`src/rtl/lcm_pkg.sv`:
```
// Shared types, widths and codes for the LED crossfade mixer.
package lcm_pkg;

   // Q16 fixed point: 65536 stands for 1.0
   localparam int Q_W         = 17;
   localparam logic [Q_W-1:0] Q_ONE = 17'h10000;
   localparam int FRAC_W      = 16;
   localparam int DELTA_W     = 16;
   localparam int BRIGHT_W    = 17;
   localparam int DUR_W       = 20;
   localparam int PROG_W      = 21;
   localparam logic [PROG_W-1:0] PROG_MAX = 21'h1FFFFF;
   localparam int EFFECT_ID_BITS = 8;
   localparam int QUEUE_DEPTH = 3;

   // serial arithmetic sizing
   localparam int MUL_DIGITS  = (Q_W + 1) / 2;   // radix-4 digits of a multiplier
   localparam int DIV_STEPS   = FRAC_W;          // quotient bits below 1.0

   // request codes
   localparam logic [1:0] REQ_TICK   = 2'd0;
   localparam logic [1:0] REQ_SWITCH = 2'd1;
   localparam logic [1:0] REQ_ENABLE = 2'd2;

   // notify codes
   localparam logic [1:0] NOTE_NONE = 2'd0;
   localparam logic [1:0] NOTE_OFF  = 2'd1;
   localparam logic [1:0] NOTE_ON   = 2'd2;

   // register map
   localparam int CSR_INDEX_W = 4;
   localparam int CSR_DATA_W  = 20;
   localparam logic [CSR_INDEX_W-1:0] CSR_BRIGHTNESS    = 4'd0;
   localparam logic [CSR_INDEX_W-1:0] CSR_FADE_DURATION = 4'd1;

   typedef struct packed {
      logic [1:0]                req_type;
      logic [DELTA_W-1:0]        delta;
      logic [EFFECT_ID_BITS-1:0] effect_id;
      logic                      enable_value;
   } req_item_type;

   typedef struct packed {
      logic [EFFECT_ID_BITS-1:0] front_effect;
      logic                      front_valid;
      logic [Q_W-1:0]            front_weight;
      logic [EFFECT_ID_BITS-1:0] next_effect;
      logic                      next_valid;
      logic [Q_W-1:0]            next_weight;
      logic [1:0]                notify;
   } rsp_item_type;

endpackage

```
`src/rtl/lcm_ser_mul.sv`:
```
// Radix-4 digit-serial Q16 multiplier: returns floor(mcand*mplier/65536).
module lcm_ser_mul (
   input  logic                      clock,
   input  logic                      reset,
   input  logic                      start,
   input  logic [lcm_pkg::Q_W-1:0]   mcand,
   input  logic [lcm_pkg::Q_W-1:0]   mplier,
   output logic                      busy,
   output logic [lcm_pkg::Q_W-1:0]   prod_hi
);

   localparam int MPL_W = 2 * lcm_pkg::MUL_DIGITS;
   localparam int ACC_W = lcm_pkg::Q_W + MPL_W;
   localparam int CNT_W = $clog2(lcm_pkg::MUL_DIGITS);
   localparam int PP_W  = lcm_pkg::Q_W + 2;

   logic                      busy_ff, busy_in;
   logic [CNT_W-1:0]          count_ff, count_in;
   logic [ACC_W-1:0]          acc_ff, acc_in;
   logic [lcm_pkg::Q_W-1:0]   mcand_ff, mcand_in;
   logic [MPL_W-1:0]          mplier_ff, mplier_in;
   logic [1:0]                digit;
   logic [PP_W-1:0]           pp;

   // partial product for the top radix-4 digit
   always_comb begin
      digit = mplier_ff[MPL_W-1 -: 2];
      pp    = ({1'b0, mcand_ff, 1'b0} & {PP_W{digit[1]}})
            + ({2'b00, mcand_ff} & {PP_W{digit[0]}});
   end

   // one digit per cycle, most significant first
   always_comb begin
      busy_in   = busy_ff;
      count_in  = count_ff;
      acc_in    = acc_ff;
      mcand_in  = mcand_ff;
      mplier_in = mplier_ff;
      if (start) begin
         busy_in   = 1'b1;
         count_in  = CNT_W'(lcm_pkg::MUL_DIGITS - 1);
         acc_in    = '0;
         mcand_in  = mcand;
         mplier_in = MPL_W'(mplier);
      end else if (busy_ff) begin
         acc_in    = {acc_ff[ACC_W-3:0], 2'b00} + ACC_W'(pp);
         mplier_in = {mplier_ff[MPL_W-3:0], 2'b00};
         if (count_ff == '0) begin
            busy_in = 1'b0;
         end else begin
            count_in = count_ff - 1'b1;
         end
      end
   end

   always_ff @(posedge clock) begin
      if (reset) begin
         busy_ff <= 1'b0;
      end else begin
         busy_ff <= busy_in;
      end
      count_ff  <= count_in;
      acc_ff    <= acc_in;
      mcand_ff  <= mcand_in;
      mplier_ff <= mplier_in;
   end

   assign busy    = busy_ff;
   assign prod_hi = acc_ff[lcm_pkg::FRAC_W +: lcm_pkg::Q_W];

endmodule

```
`src/rtl/lcm_ser_div.sv`:
```
// Bit-serial restoring divider for the fade fraction x = min(1, num*65536/den).
module lcm_ser_div (
   input  logic                       clock,
   input  logic                       reset,
   input  logic                       start,
   input  logic [lcm_pkg::PROG_W-1:0] num,
   input  logic [lcm_pkg::DUR_W-1:0]  den,
   output logic                       busy,
   output logic [lcm_pkg::Q_W-1:0]    quot
);

   localparam int STEP_W = $clog2(lcm_pkg::DIV_STEPS);

   logic                       busy_ff, busy_in;
   logic [STEP_W-1:0]          step_ff, step_in;
   logic [lcm_pkg::DUR_W-1:0]  rem_ff, rem_in;
   logic [lcm_pkg::DUR_W-1:0]  den_ff, den_in;
   logic [lcm_pkg::Q_W-1:0]    quot_ff, quot_in;
   logic [lcm_pkg::DUR_W:0]    rem_sh;
   logic                       q_bit;

   // trial subtract of the shifted remainder
   always_comb begin
      rem_sh = {rem_ff, 1'b0};
      q_bit  = (rem_sh >= {1'b0, den_ff});
   end

   always_comb begin
      busy_in = busy_ff;
      step_in = step_ff;
      rem_in  = rem_ff;
      den_in  = den_ff;
      quot_in = quot_ff;
      if (start) begin
         den_in = den;
         // zero duration or progress at/over duration: full fade
         if ((den == '0) || (num >= {1'b0, den})) begin
            quot_in = lcm_pkg::Q_ONE;
         end else begin
            busy_in = 1'b1;
            step_in = STEP_W'(lcm_pkg::DIV_STEPS - 1);
            rem_in  = num[lcm_pkg::DUR_W-1:0];
            quot_in = '0;
         end
      end else if (busy_ff) begin
         if (q_bit) begin
            rem_in = rem_sh[lcm_pkg::DUR_W-1:0] - den_ff;
         end else begin
            rem_in = rem_sh[lcm_pkg::DUR_W-1:0];
         end
         quot_in = {quot_ff[lcm_pkg::Q_W-2:0], q_bit};
         if (step_ff == '0) begin
            busy_in = 1'b0;
         end else begin
            step_in = step_ff - 1'b1;
         end
      end
   end

   always_ff @(posedge clock) begin
      if (reset) begin
         busy_ff <= 1'b0;
      end else begin
         busy_ff <= busy_in;
      end
      step_ff <= step_in;
      rem_ff  <= rem_in;
      den_ff  <= den_in;
      quot_ff <= quot_in;
   end

   assign busy = busy_ff;
   assign quot = quot_ff;

endmodule

```
`src/rtl/led_effect_crossfade_mixer_core.sv`:
```
// Top level of the LED crossfade mixer: state update, sequencer and result register.
//
// Usage: requests arrive on the req_ channel (valid/stall); each accepted beat is a
// tick, a switch to an effect or a set-enable. Every request yields exactly one
// result beat on the rsp_ channel with the two front effect ids, their Q16 mix
// weights and a turn-on/turn-off notify code, all taken from the state after the
// request. Registers brightness (index 0) and fade_duration (index 1) are written
// on the csr_ channel, which is always ready; write them only while idle.
// Sequence: the state updates at acceptance, then level^2 and brightness*level^2
// run on a radix-4 serial multiplier while a bit-serial divider forms the fade
// fraction, then both weights run in parallel on two multipliers. The result is
// loaded at the end of this chain, and the next request can be taken in the same
// cycle as the result is shown, so only one request is in flight at a time.
// req_stall is high from acceptance until the result is loaded. A finished result
// waits in the output register while rsp_stall is high; computing the next item
// proceeds meanwhile and holds only at the load step.
// Reset (synchronous) clears the flag, level, progress and queue count, sets the
// registers to 1.0 and drops any pending result; the queue entries hold no reset.
module led_effect_crossfade_mixer_core #(
   parameter int QUEUE_DEPTH = lcm_pkg::QUEUE_DEPTH
) (
   input  logic                                 clock,
   input  logic                                 reset,
   input  logic                                 req_valid,
   output logic                                 req_stall,
   input  lcm_pkg::req_item_type                req_payload,
   output logic                                 rsp_valid,
   input  logic                                 rsp_stall,
   output lcm_pkg::rsp_item_type                rsp_payload,
   input  logic                                 csr_valid,
   output logic                                 csr_ready,
   input  logic [lcm_pkg::CSR_INDEX_W-1:0]      csr_index,
   input  logic [lcm_pkg::CSR_DATA_W-1:0]       csr_wdata
);

   localparam int CNT_W = $clog2(QUEUE_DEPTH + 1);
   localparam int IDX_W = $clog2(QUEUE_DEPTH);
   localparam int ID_W  = lcm_pkg::EFFECT_ID_BITS;

   typedef enum logic [2:0] {
      S_IDLE, S_START, S_LEV2, S_BRIGHT, S_WEIGHT, S_OUT
   } state_type;

   state_type                    state_ff, state_in;
   logic                         rsp_valid_ff, rsp_valid_in;
   lcm_pkg::rsp_item_type        rsp_ff, rsp_in;

   logic [lcm_pkg::BRIGHT_W-1:0] bright_ff;
   logic [lcm_pkg::DUR_W-1:0]    dur_ff;

   logic                         enable_ff, enable_in;
   logic [lcm_pkg::Q_W-1:0]      level_ff, level_in;
   logic [lcm_pkg::PROG_W-1:0]   prog_ff, prog_in;
   logic [CNT_W-1:0]             count_ff, count_in;
   logic [ID_W-1:0]              queue_ff [QUEUE_DEPTH];
   logic [ID_W-1:0]              queue_in [QUEUE_DEPTH];
   logic [1:0]                   note_ff, note_in;

   logic                         accept;
   logic [lcm_pkg::Q_W:0]        level_sum;
   logic [lcm_pkg::PROG_W:0]     prog_sum;
   logic [lcm_pkg::PROG_W-1:0]   prog_sat;
   logic [CNT_W-1:0]             count_m1;
   logic [lcm_pkg::Q_W-1:0]      bright_clamp;

   logic                         mul0_start, mul1_start, div_start;
   logic                         mul0_busy, mul1_busy, div_busy;
   logic [lcm_pkg::Q_W-1:0]      mul0_mcand, mul0_mplier, mul1_mcand, mul1_mplier;
   logic [lcm_pkg::Q_W-1:0]      mul0_prod, mul1_prod, div_quot;

   assign accept    = req_valid && !req_stall;
   assign req_stall = reset || (state_ff != S_IDLE);
   assign csr_ready = 1'b1;

   // configuration registers
   always_ff @(posedge clock) begin
      if (reset) begin
         bright_ff <= lcm_pkg::Q_ONE;
         dur_ff    <= lcm_pkg::DUR_W'(lcm_pkg::Q_ONE);
      end else if (csr_valid && csr_ready) begin
         if (csr_index == lcm_pkg::CSR_BRIGHTNESS) begin
            bright_ff <= csr_wdata[lcm_pkg::BRIGHT_W-1:0];
         end else if (csr_index == lcm_pkg::CSR_FADE_DURATION) begin
            dur_ff <= csr_wdata[lcm_pkg::DUR_W-1:0];
         end
      end
   end

   // mixer state update on an accepted request beat
   always_comb begin
      enable_in = enable_ff;
      level_in  = level_ff;
      prog_in   = prog_ff;
      count_in  = count_ff;
      queue_in  = queue_ff;
      note_in   = note_ff;
      count_m1  = count_ff - 1'b1;
      level_sum = {1'b0, level_ff} + (lcm_pkg::Q_W + 1)'(req_payload.delta);
      prog_sum  = {1'b0, prog_ff} + (lcm_pkg::PROG_W + 1)'(req_payload.delta);
      prog_sat  = (prog_sum > {1'b0, lcm_pkg::PROG_MAX}) ? lcm_pkg::PROG_MAX
                                                       : prog_sum[lcm_pkg::PROG_W-1:0];
      if (accept) begin
         note_in = lcm_pkg::NOTE_NONE;
         unique case (req_payload.req_type)
            lcm_pkg::REQ_TICK: begin
               // on/off ramp
               if (enable_ff) begin
                  if (level_ff < lcm_pkg::Q_ONE) begin
                     level_in = (level_sum > {1'b0, lcm_pkg::Q_ONE}) ? lcm_pkg::Q_ONE
                                                                   : level_sum[lcm_pkg::Q_W-1:0];
                  end
               end else if (level_ff != '0) begin
                  if (lcm_pkg::Q_W'(req_payload.delta) >= level_ff) begin
                     level_in = '0;
                     note_in  = lcm_pkg::NOTE_OFF;
                  end else begin
                     level_in = level_ff - lcm_pkg::Q_W'(req_payload.delta);
                  end
               end
               // crossfade progress and pop of the faded-out effect
               if (count_ff >= CNT_W'(2)) begin
                  prog_in = prog_sat;
                  if (prog_sat >= lcm_pkg::PROG_W'(dur_ff)) begin
                     for (int i = 0; i < QUEUE_DEPTH - 1; i++) begin
                        queue_in[i] = queue_ff[i+1];
                     end
                     count_in = count_m1;
                     if (count_ff == CNT_W'(2)) begin
                        prog_in = '0;
                     end else begin
                        prog_in = prog_sat - lcm_pkg::PROG_W'(dur_ff);
                     end
                  end
               end
            end
            lcm_pkg::REQ_SWITCH: begin
               if (count_ff >= CNT_W'(QUEUE_DEPTH)) begin
                  queue_in[QUEUE_DEPTH-1] = req_payload.effect_id;
               end else if ((count_ff == '0) ||
                            (queue_ff[count_m1[IDX_W-1:0]] != req_payload.effect_id)) begin
                  queue_in[count_ff[IDX_W-1:0]] = req_payload.effect_id;
                  count_in = count_ff + 1'b1;
               end
            end
            lcm_pkg::REQ_ENABLE: begin
               if (req_payload.enable_value != enable_ff) begin
                  enable_in = req_payload.enable_value;
                  if (req_payload.enable_value && (level_ff == '0)) begin
                     note_in = lcm_pkg::NOTE_ON;
                  end
               end
            end
            default: begin
               // unknown request: state unchanged
            end
         endcase
      end
   end

   always_ff @(posedge clock) begin
      if (reset) begin
         enable_ff <= 1'b0;
         level_ff  <= '0;
         prog_ff   <= '0;
         count_ff  <= '0;
      end else begin
         enable_ff <= enable_in;
         level_ff  <= level_in;
         prog_ff   <= prog_in;
         count_ff  <= count_in;
      end
      queue_ff <= queue_in;
      note_ff  <= note_in;
   end

   // operand selection for the serial units
   always_comb begin
      bright_clamp = (bright_ff > lcm_pkg::Q_ONE) ? lcm_pkg::Q_ONE : bright_ff;
      mul0_start   = 1'b0;
      mul1_start   = 1'b0;
      div_start    = 1'b0;
      mul0_mcand   = level_ff;
      mul0_mplier  = level_ff;
      mul1_mcand   = mul0_prod;
      mul1_mplier  = div_quot;
      unique case (state_ff)
         S_START: begin
            mul0_start = 1'b1;
            div_start  = 1'b1;
         end
         S_LEV2: begin
            mul0_mcand  = bright_clamp;
            mul0_mplier = mul0_prod;
            mul0_start  = !mul0_busy;
         end
         S_BRIGHT: begin
            mul0_mcand  = mul0_prod;
            mul0_mplier = lcm_pkg::Q_ONE - div_quot;
            mul0_start  = !mul0_busy && !div_busy;
            mul1_start  = !mul0_busy && !div_busy;
         end
         default: begin
         end
      endcase
   end

   lcm_ser_mul u_mul0 (
      .clock   (clock),
      .reset   (reset),
      .start   (mul0_start),
      .mcand   (mul0_mcand),
      .mplier  (mul0_mplier),
      .busy    (mul0_busy),
      .prod_hi (mul0_prod)
   );

   lcm_ser_mul u_mul1 (
      .clock   (clock),
      .reset   (reset),
      .start   (mul1_start),
      .mcand   (mul1_mcand),
      .mplier  (mul1_mplier),
      .busy    (mul1_busy),
      .prod_hi (mul1_prod)
   );

   lcm_ser_div u_div (
      .clock (clock),
      .reset (reset),
      .start (div_start),
      .num   (prog_ff),
      .den   (dur_ff),
      .busy  (div_busy),
      .quot  (div_quot)
   );

   // sequencer and result register
   always_comb begin
      state_in     = state_ff;
      rsp_valid_in = rsp_valid_ff;
      rsp_in       = rsp_ff;
      if (rsp_valid_ff && !rsp_stall) begin
         rsp_valid_in = 1'b0;
      end
      unique case (state_ff)
         S_IDLE: begin
            if (accept) begin
               state_in = S_START;
            end
         end
         S_START: begin
            state_in = S_LEV2;
         end
         S_LEV2: begin
            if (!mul0_busy) begin
               state_in = S_BRIGHT;
            end
         end
         S_BRIGHT: begin
            if (!mul0_busy && !div_busy) begin
               state_in = S_WEIGHT;
            end
         end
         S_WEIGHT: begin
            if (!mul0_busy && !mul1_busy) begin
               state_in = S_OUT;
            end
         end
         S_OUT: begin
            if (!rsp_valid_ff || !rsp_stall) begin
               state_in               = S_IDLE;
               rsp_valid_in           = 1'b1;
               rsp_in.front_valid     = (count_ff >= CNT_W'(1));
               rsp_in.front_effect    = (count_ff >= CNT_W'(1)) ? queue_ff[0] : '0;
               rsp_in.front_weight    = (count_ff >= CNT_W'(1)) ? mul0_prod : '0;
               rsp_in.next_valid      = (count_ff >= CNT_W'(2));
               rsp_in.next_effect     = (count_ff >= CNT_W'(2)) ? queue_ff[1] : '0;
               rsp_in.next_weight     = (count_ff >= CNT_W'(2)) ? mul1_prod : '0;
               rsp_in.notify          = note_ff;
            end
         end
         default: begin
            state_in = S_IDLE;
         end
      endcase
   end

   always_ff @(posedge clock) begin
      if (reset) begin
         state_ff     <= S_IDLE;
         rsp_valid_ff <= 1'b0;
      end else begin
         state_ff     <= state_in;
         rsp_valid_ff <= rsp_valid_in;
      end
      rsp_ff <= rsp_in;
   end

   assign rsp_valid   = rsp_valid_ff;
   assign rsp_payload = rsp_ff;

endmodule

```
`config.mk`:
```
export PLATFORM = sky130hd
export DESIGN_NAME = led_effect_crossfade_mixer_core
export DESIGN_NICKNAME = d
export VERILOG_FILES = /design/src/rtl/lcm_pkg.sv /design/src/rtl/lcm_ser_mul.sv /design/src/rtl/lcm_ser_div.sv /design/src/rtl/led_effect_crossfade_mixer_core.sv
export SDC_FILE = /design/constraint.sdc
export NUM_CORES = 1
export LEC_CHECK = 0
export BUFFER_PORTS_ARGS = -buffer_cell sky130_fd_sc_hd__buf_2
export CAP_MARGIN = 20
export CORE_MARGIN = 2
export CORE_UTILIZATION = 40
export DETAILED_ROUTE_END_ITERATION = 8
export SYNTH_ARGS = -nofsm -noshare
export SYNTH_HDL_FRONTEND = slang
export SYNTH_SLANG_ARGS = --single-unit
```
`constraint.sdc`:
```
create_clock -name clock -period 15.65 [get_ports clock]
set_input_delay 0.7825 -clock clock [delete_from_list [all_inputs] [get_ports clock]]
set_output_delay 0.7825 -clock clock [all_outputs]
set_load 0.02 [all_outputs]
```
# == Word-level counts from Yosys, hierarchy flattened ==
# Cells that the tools add are included.
# classes
add_sub_neg,15
magnitude_cmp,14
eq_ne,23
muxes,71
bitwise,9
n_reduce_logical,46
# op_table
operator,n
$mux W17,13
$mux W20,4
$pmux W17 S2,2
$add A33 B19 Y33,2
$ge A21 B20 Y1,3
$mux W21,3
$mux W16,3
$add A19 B19 Y19,2
$and A17 B19 Y19,2
$and A18 B19 Y19,2
$mux W8,4
$pmux W16 S2,1
$bwmux W24,1
$mux W24,1
$add A21 B16 Y22,1
$gt A22 B21 Y1 const B,1
$ne A2 B2 Y1 const B,11
$sub A21 B20 Y21,1
$logic_not A20 Y1,1
$sub A20 B20 Y20,1
$add A17 B16 Y18,1
$gt A18 B17 Y1 const B,1
$mux W1,18
$pmux W3 S6,1
other kinds (45),98
# totals
reg_bits,370
in_bits,56

# == Longest topological paths before layout ==
# depth
word_depth,10
ltp_mapped,24
depth_no_buf,22

# == Cells and area by module ==
# From an unflattened synthesis, not the netlist that was laid out.
# hier_totals
cells_unflattened,2923
area_unflattened_um2,26081.3
# by_module_without_submodules
mod,instances,cells_each,area_each_um2,seq_area_each_um2
led_effect_crossfade_mixer_core,1,1439,11766.3,4043.9
lcm_ser_mul (u_mul0),1,559,5131.2,1801.7
lcm_ser_mul (u_mul1),1,524,4959.8,1801.7
lcm_ser_div,1,401,4224.1,1851.8

# == Least setup slack after synthesis ==
# Ideal clock, no wire load.
# synth_path
path_type,input to register
from,input port req_payload[10] (netlist bit)
to,register prog_ff[20] (netlist bit)
t_arrival_ns,5.458
t_required_ns,15.576
setup_slack_ns,10.118
path_stages,20
path_cell_list,ha_1 a211oi_1 o21a_1 o31ai_1 a211oi_1 a21oi_1 nand3_1 clkbuf_1 o21ai_0 ha_1 nor2b_1 o31a_1 o41ai_1 o21ai_0 a221oi_1 o21ai_1 a21o_1 a21o_1 or4_1 a31oi_1
# synth_via
elab_chain_len,6
word_cells_on_any_way,7
classes_between,2 x add/sub; 2 x order compare; 3 x mux
# synth_lines
element,line,rtl
start: declaration,led_effect_crossfade_mixer_core.sv:26,"input lcm_pkg::req_item_type req_payload,"
$add A21 B16 Y22 (*),led_effect_crossfade_mixer_core.sv:99,"prog_sum = {1'b0, prog_ff} + (lcm_pkg::PROG_W + 1)'(req_payload.delta);"
$gt A22 B21 Y1,led_effect_crossfade_mixer_core.sv:100,"prog_sat = (prog_sum > {1'b0, lcm_pkg::PROG_MAX}) ? lcm_pkg::PROG_MAX"
$mux W21 (*),led_effect_crossfade_mixer_core.sv:100,
$sub A21 B20 Y21,led_effect_crossfade_mixer_core.sv:131,prog_in = prog_sat - lcm_pkg::PROG_W'(dur_ff);
$mux W21,led_effect_crossfade_mixer_core.sv:128,if (count_ff == CNT_W'(2)) begin
$mux W21 (*),led_effect_crossfade_mixer_core.sv:123,if (prog_sat >= lcm_pkg::PROG_W'(dur_ff)) begin
end signal: assignment,led_effect_crossfade_mixer_core.sv:169,prog_ff <= prog_in;
end: declaration,led_effect_crossfade_mixer_core.sv:53,"logic [lcm_pkg::PROG_W-1:0] prog_ff, prog_in;"
# Mark *: on every way between the ends. The rest lies on a longest branch, timed or not.
# A chain may end at the register's enable or synchronous reset.

# == Final worst setup path ==
# layout_path
from,register prog_ff[2] (netlist bit)
to,register queue_ff[20] (netlist bit) (enable)
# layout_via
elab_chain_len,6
# layout_lines
element,line,rtl
$add A21 B16 Y22 (*),led_effect_crossfade_mixer_core.sv:99,
$gt A22 B21 Y1,led_effect_crossfade_mixer_core.sv:100,
$mux W21 (*),led_effect_crossfade_mixer_core.sv:100,
$ge A21 B20 Y1 (*),led_effect_crossfade_mixer_core.sv:123,
$ne A2 B2 Y1 (no line) (*),--,
$reduce_and A6 Y1 (no line) (*),--,
end signal: assignment,led_effect_crossfade_mixer_core.sv:172,queue_ff <= queue_in;
end: declaration,led_effect_crossfade_mixer_core.sv:55,logic [ID_W-1:0] queue_ff [QUEUE_DEPTH];
# Marked as above.

==> summary.md <==
| Metric | Value |
|---|---|
| Per-cell routed wire length | `18.99 um` |
| Drt drc | `0` |
| Filler Cell Count | `5882` |
| LEAKAGE | `~0.011 uW` |
| Crit path time final | `around 6.3 ns` |
| Number of max-cap violations | `0` |
| Post-layout net count | `between 3000 and 4000` |
| Worst setup EP type | `register` |
| Share of flip-flops with an asynchronous set or reset | `0%` |
| Commonest cells in the netlist | `nand2_1 (300), a21oi_1 (219), edfxtp_1 (209)` |
| Core area | `60130 sq um` |
| Cell Area, Synth | `~24000 sq um` |
| Fmax | `159.0 MHz` |
| Clk sinks | `between 300 and 400` |
| Die Y | `250.2 um` |
| RSZ-0062 raised after global routing | `no` |
| CP Class | `register to register` |
| Dpl cell area | `25490 sq um` |
| Worst relative slew slack | `29.19%` |
| All-Layer GR Usage | `between 20% and 30%` |
| Worst skew pair latency | `0.58 ns` |
| GR Util met2 | `a little under two fifths` |
| Worst path required time | `15.93 ns` |
| GR Overflow Total | `0` |
| Die W | `250.2 um` |
| Max FO, Critical Path | `40` |
| Max stage delay on crit path | `~0.46 ns` |
| Ant diodes | `0` |
| GRT busiest layer | `met2` |
| # port buffers | `approximately 110` |
| Final hold viol count | `0` |
| Placed cell count | `3502` |
| Most common cell in the netlist | `nand2_1` |
| Clock buffer depth | `3` |
| Worst hold path class | `primary input to register` |
| Setup crit start kind | `register` |
| Register area share after synthesis | `39.19%` |
| Initial Util | `between 40% and 50%` |
| First-pass GRT wire length | `107100 um` |
| Overall routed net length | `68100 um` |
| Post-CTS Setup Inserts | `0` |
| Status | `completed` |
| Post-cts hold buffer count | `0` |
| Worst Reg-to-Reg Cells | `20` |
| Vias/cell | `5.657` |
| Share of post-route cells with drive strength above 1 | `8.666%` |
| Met1 usage | `27.22%` |
| Boundary Pins | `roughly 110` |
| Worst vdd ir | `84.86 uV` |
| Syn Area/Cell | `8.954 sq um` |
| YS warnings | `0` |
| Post-cts resize count | `0` |
| Layout Skew | `0.01980 ns` |
| Tot Pwr | `around 3400 uW` |
| Synth Instances | `2707` |
| # rows | `90` |
| Worst-path clk slew | `approximately 0.06 ns` |
| Iter 0 DRT Violations | `1384` |
| First-pass iteration count of the detailed router | `6` |
| Initial antenna violation count | `0` |
| Synth top area cells | `edfxtp_1 (26%), dfxtp_1 (13%), ha_1 (9.4%), nand2_1 (4.6%), a21oi_1 (4.5%)` |
| Hold Path Depth | `3` |
| Area grow syn2layout | `11.84%` |
| Post-synth top area cell | `edfxtp_1` |
| Syn Nets | `2954` |
| Via count | `approximately 20000` |
| Non-Filler Instances | `3586` |
| CTS Buf Count | `45` |
| Crit share post-route | `40.20%` |
| Pwr/cell area | `124.8 nW/um^2` |
| Largest net degree at the start of global routing | `83` |
| Gpl congestion | `0.9238` |
| Root Buffer | `clkbuf_16` |
| CP cell instances | `ha_1 -> o21ai_0 -> o21a_1 -> o31ai_1 -> a211oi_1 -> a21oi_1 -> nand3_1 -> buf_4 -> nand2_1 -> ha_1 -> a21oi_1 -> o21ai_0 -> or3_1 -> o21ai_0 -> a21oi_1 -> a41oi_1 -> nand4_1 -> buf_4 -> o32a_1 -> o21a_1` |
| Vias in the first global route | `19530` |
| Worst EP arrival | `about 6.6 ns` |
| Synth Flop Type | `edfxtp_1` |
| Routed Antenna Nets | `0` |
| Top-area cell type share of the netlist area | `25.89%` |
| M3 GR Usage | `2.546%` |
| EDFF count, synth | `~210` |
| Hpwl dp | `between 50000 and 60000 um` |
| Worst path slowest cell | `dfxtp_1` |
| Slew Viols, Final | `0` |
| Setup violators final | `0` |
| Worst slew pin tran | `1.058 ns` |
| Final instance area | `27110 sq um` |
| Yosys cell types | `84` |
| Die area | `62580 sq um` |
| Setup TNS | `0 ns` |
| CTS tree | `built` |
| H-tree Lvls | `2` |
| Yosys reg bits | `370` |
[power by group]
part / leakage (uW) / internal (uW) / total [uW] / switching, uW
Sequential: 0.00330 / 1180 / 1310 / 125
Combinational: 0.00677 / 412 / 943 / 531
Clock: 0.000782 / 691 / 1130 / 441
[layer usage]
metal / vias to the layer above / part of all wire, %
met5: - / 0
met4: 0 / 2.7
met3: 126 / 4.8
met2: 552 / 49
met1: 9749 / 43
li1: 9860 / -
[area by class of cell]
| type | instances | area [sq um] | area share (%) |
|---|---|---|---|
| Inverter | 137 | 514.2 | 1.897 |
| Timing Repair Buffer | 134 | 739.5 | 2.728 |
| Clock inverter | 25 | 337.8 | 1.246 |
| Multi-Input combinational cell | 2080 | 13770 | 50.79 |
| Clock buffer | 58 | 1267 | 4.676 |
| Sequential cell | 370 | 9502 | 35.05 |
| Tap cell | 782 | 978.4 | 3.609 |
[cell usage in the layout, fill, tap and decap left out, types with 25 or more instances in the layout]
master	n
a211oi_1	31
a21o_1	47
a21oi_1	219
and2_1	92
and3_1	37
buf_2	111
clkbuf_16	47
dfxtp_1	159
edfxtp_1	209
ha_1	182
inv_1	135
mux2i_1	66
nand2_1	300
nand2b_1	31
nand3_1	55
nor2_1	205
nor2b_1	98
nor3_1	59
nor4_1	25
o211ai_1	26
o21a_1	26
o21ai_0	125
o31ai_1	27
xnor2_1	106
xor2_1	48
[kinds of logic (layout without fill, tap and decap cells)]
family	Yosys count	in the layout	share of synthesized area, %
buf+inv	257	354	4.068
fa+ha+maj	191	191	10.14
flops	370	370	39.19
other cells	1	1	0.01547
xor+xnor	154	154	5.565
mux	70	70	2.922
simple gates	987	987	19.93
compound gates	677	677	18.18
[state kept, by name (all words and copies together) (netlist names), 20 cells and up]
signal,flops
rsp_payload,54
u_mul0.acc_ff,33
u_mul1.acc_ff,33
queue_ff,24
prog_ff,21
dur_ff,20
u_div.den_ff,20
u_div.rem_ff,20
[final timing paths]
| kind | from | endpoint | slack [ns] |
|---|---|---|---|
| setup reg to reg | prog_ff[2] | queue_ff[20] | 9.36 |
| setup / recovery | prog_ff[2] | queue_ff[20] | 9.36 |
| hold / removal | csr_wdata[18] | dur_ff[18] | 0.45 |
| hold reg to reg | bright_ff[2] | bright_ff[2] | 0.48 |
[through the flow]
| step | setup WS, ns | hold slack [ns] | utilization (%) |
|---|---|---|---|
| 3_5_place_dp | 9.015 | 0.4708 | 42.39 |
| 3_3_place_gp | 9.083 | 0.4576 | 42.37 |
| 4_1_cts | 9.509 | 0.4233 | 45.06 |
| 5_1_grt | 9.005 | 0.4452 | 45.08 |
| 6_report | 9.359 | 0.4459 | 45.08 |
| 2_1_floorplan | 10.12 | 0.4003 | - |
[critical path, delay by kind of cell (launching register included)]
| kind | cells | cell delay (ns) |
|---|---|---|
| AO/OA/AOI/OAI | 12 | 3.39 |
| adder cells (fa/ha/maj) | 2 | 0.57 |
| buffers and inverters | 2 | 0.63 |
| flip-flops | 1 | 0.46 |
| AND/OR/NAND/NOR | 4 | 0.92 |
Note: power is estimated with default switching activity, not from simulation.
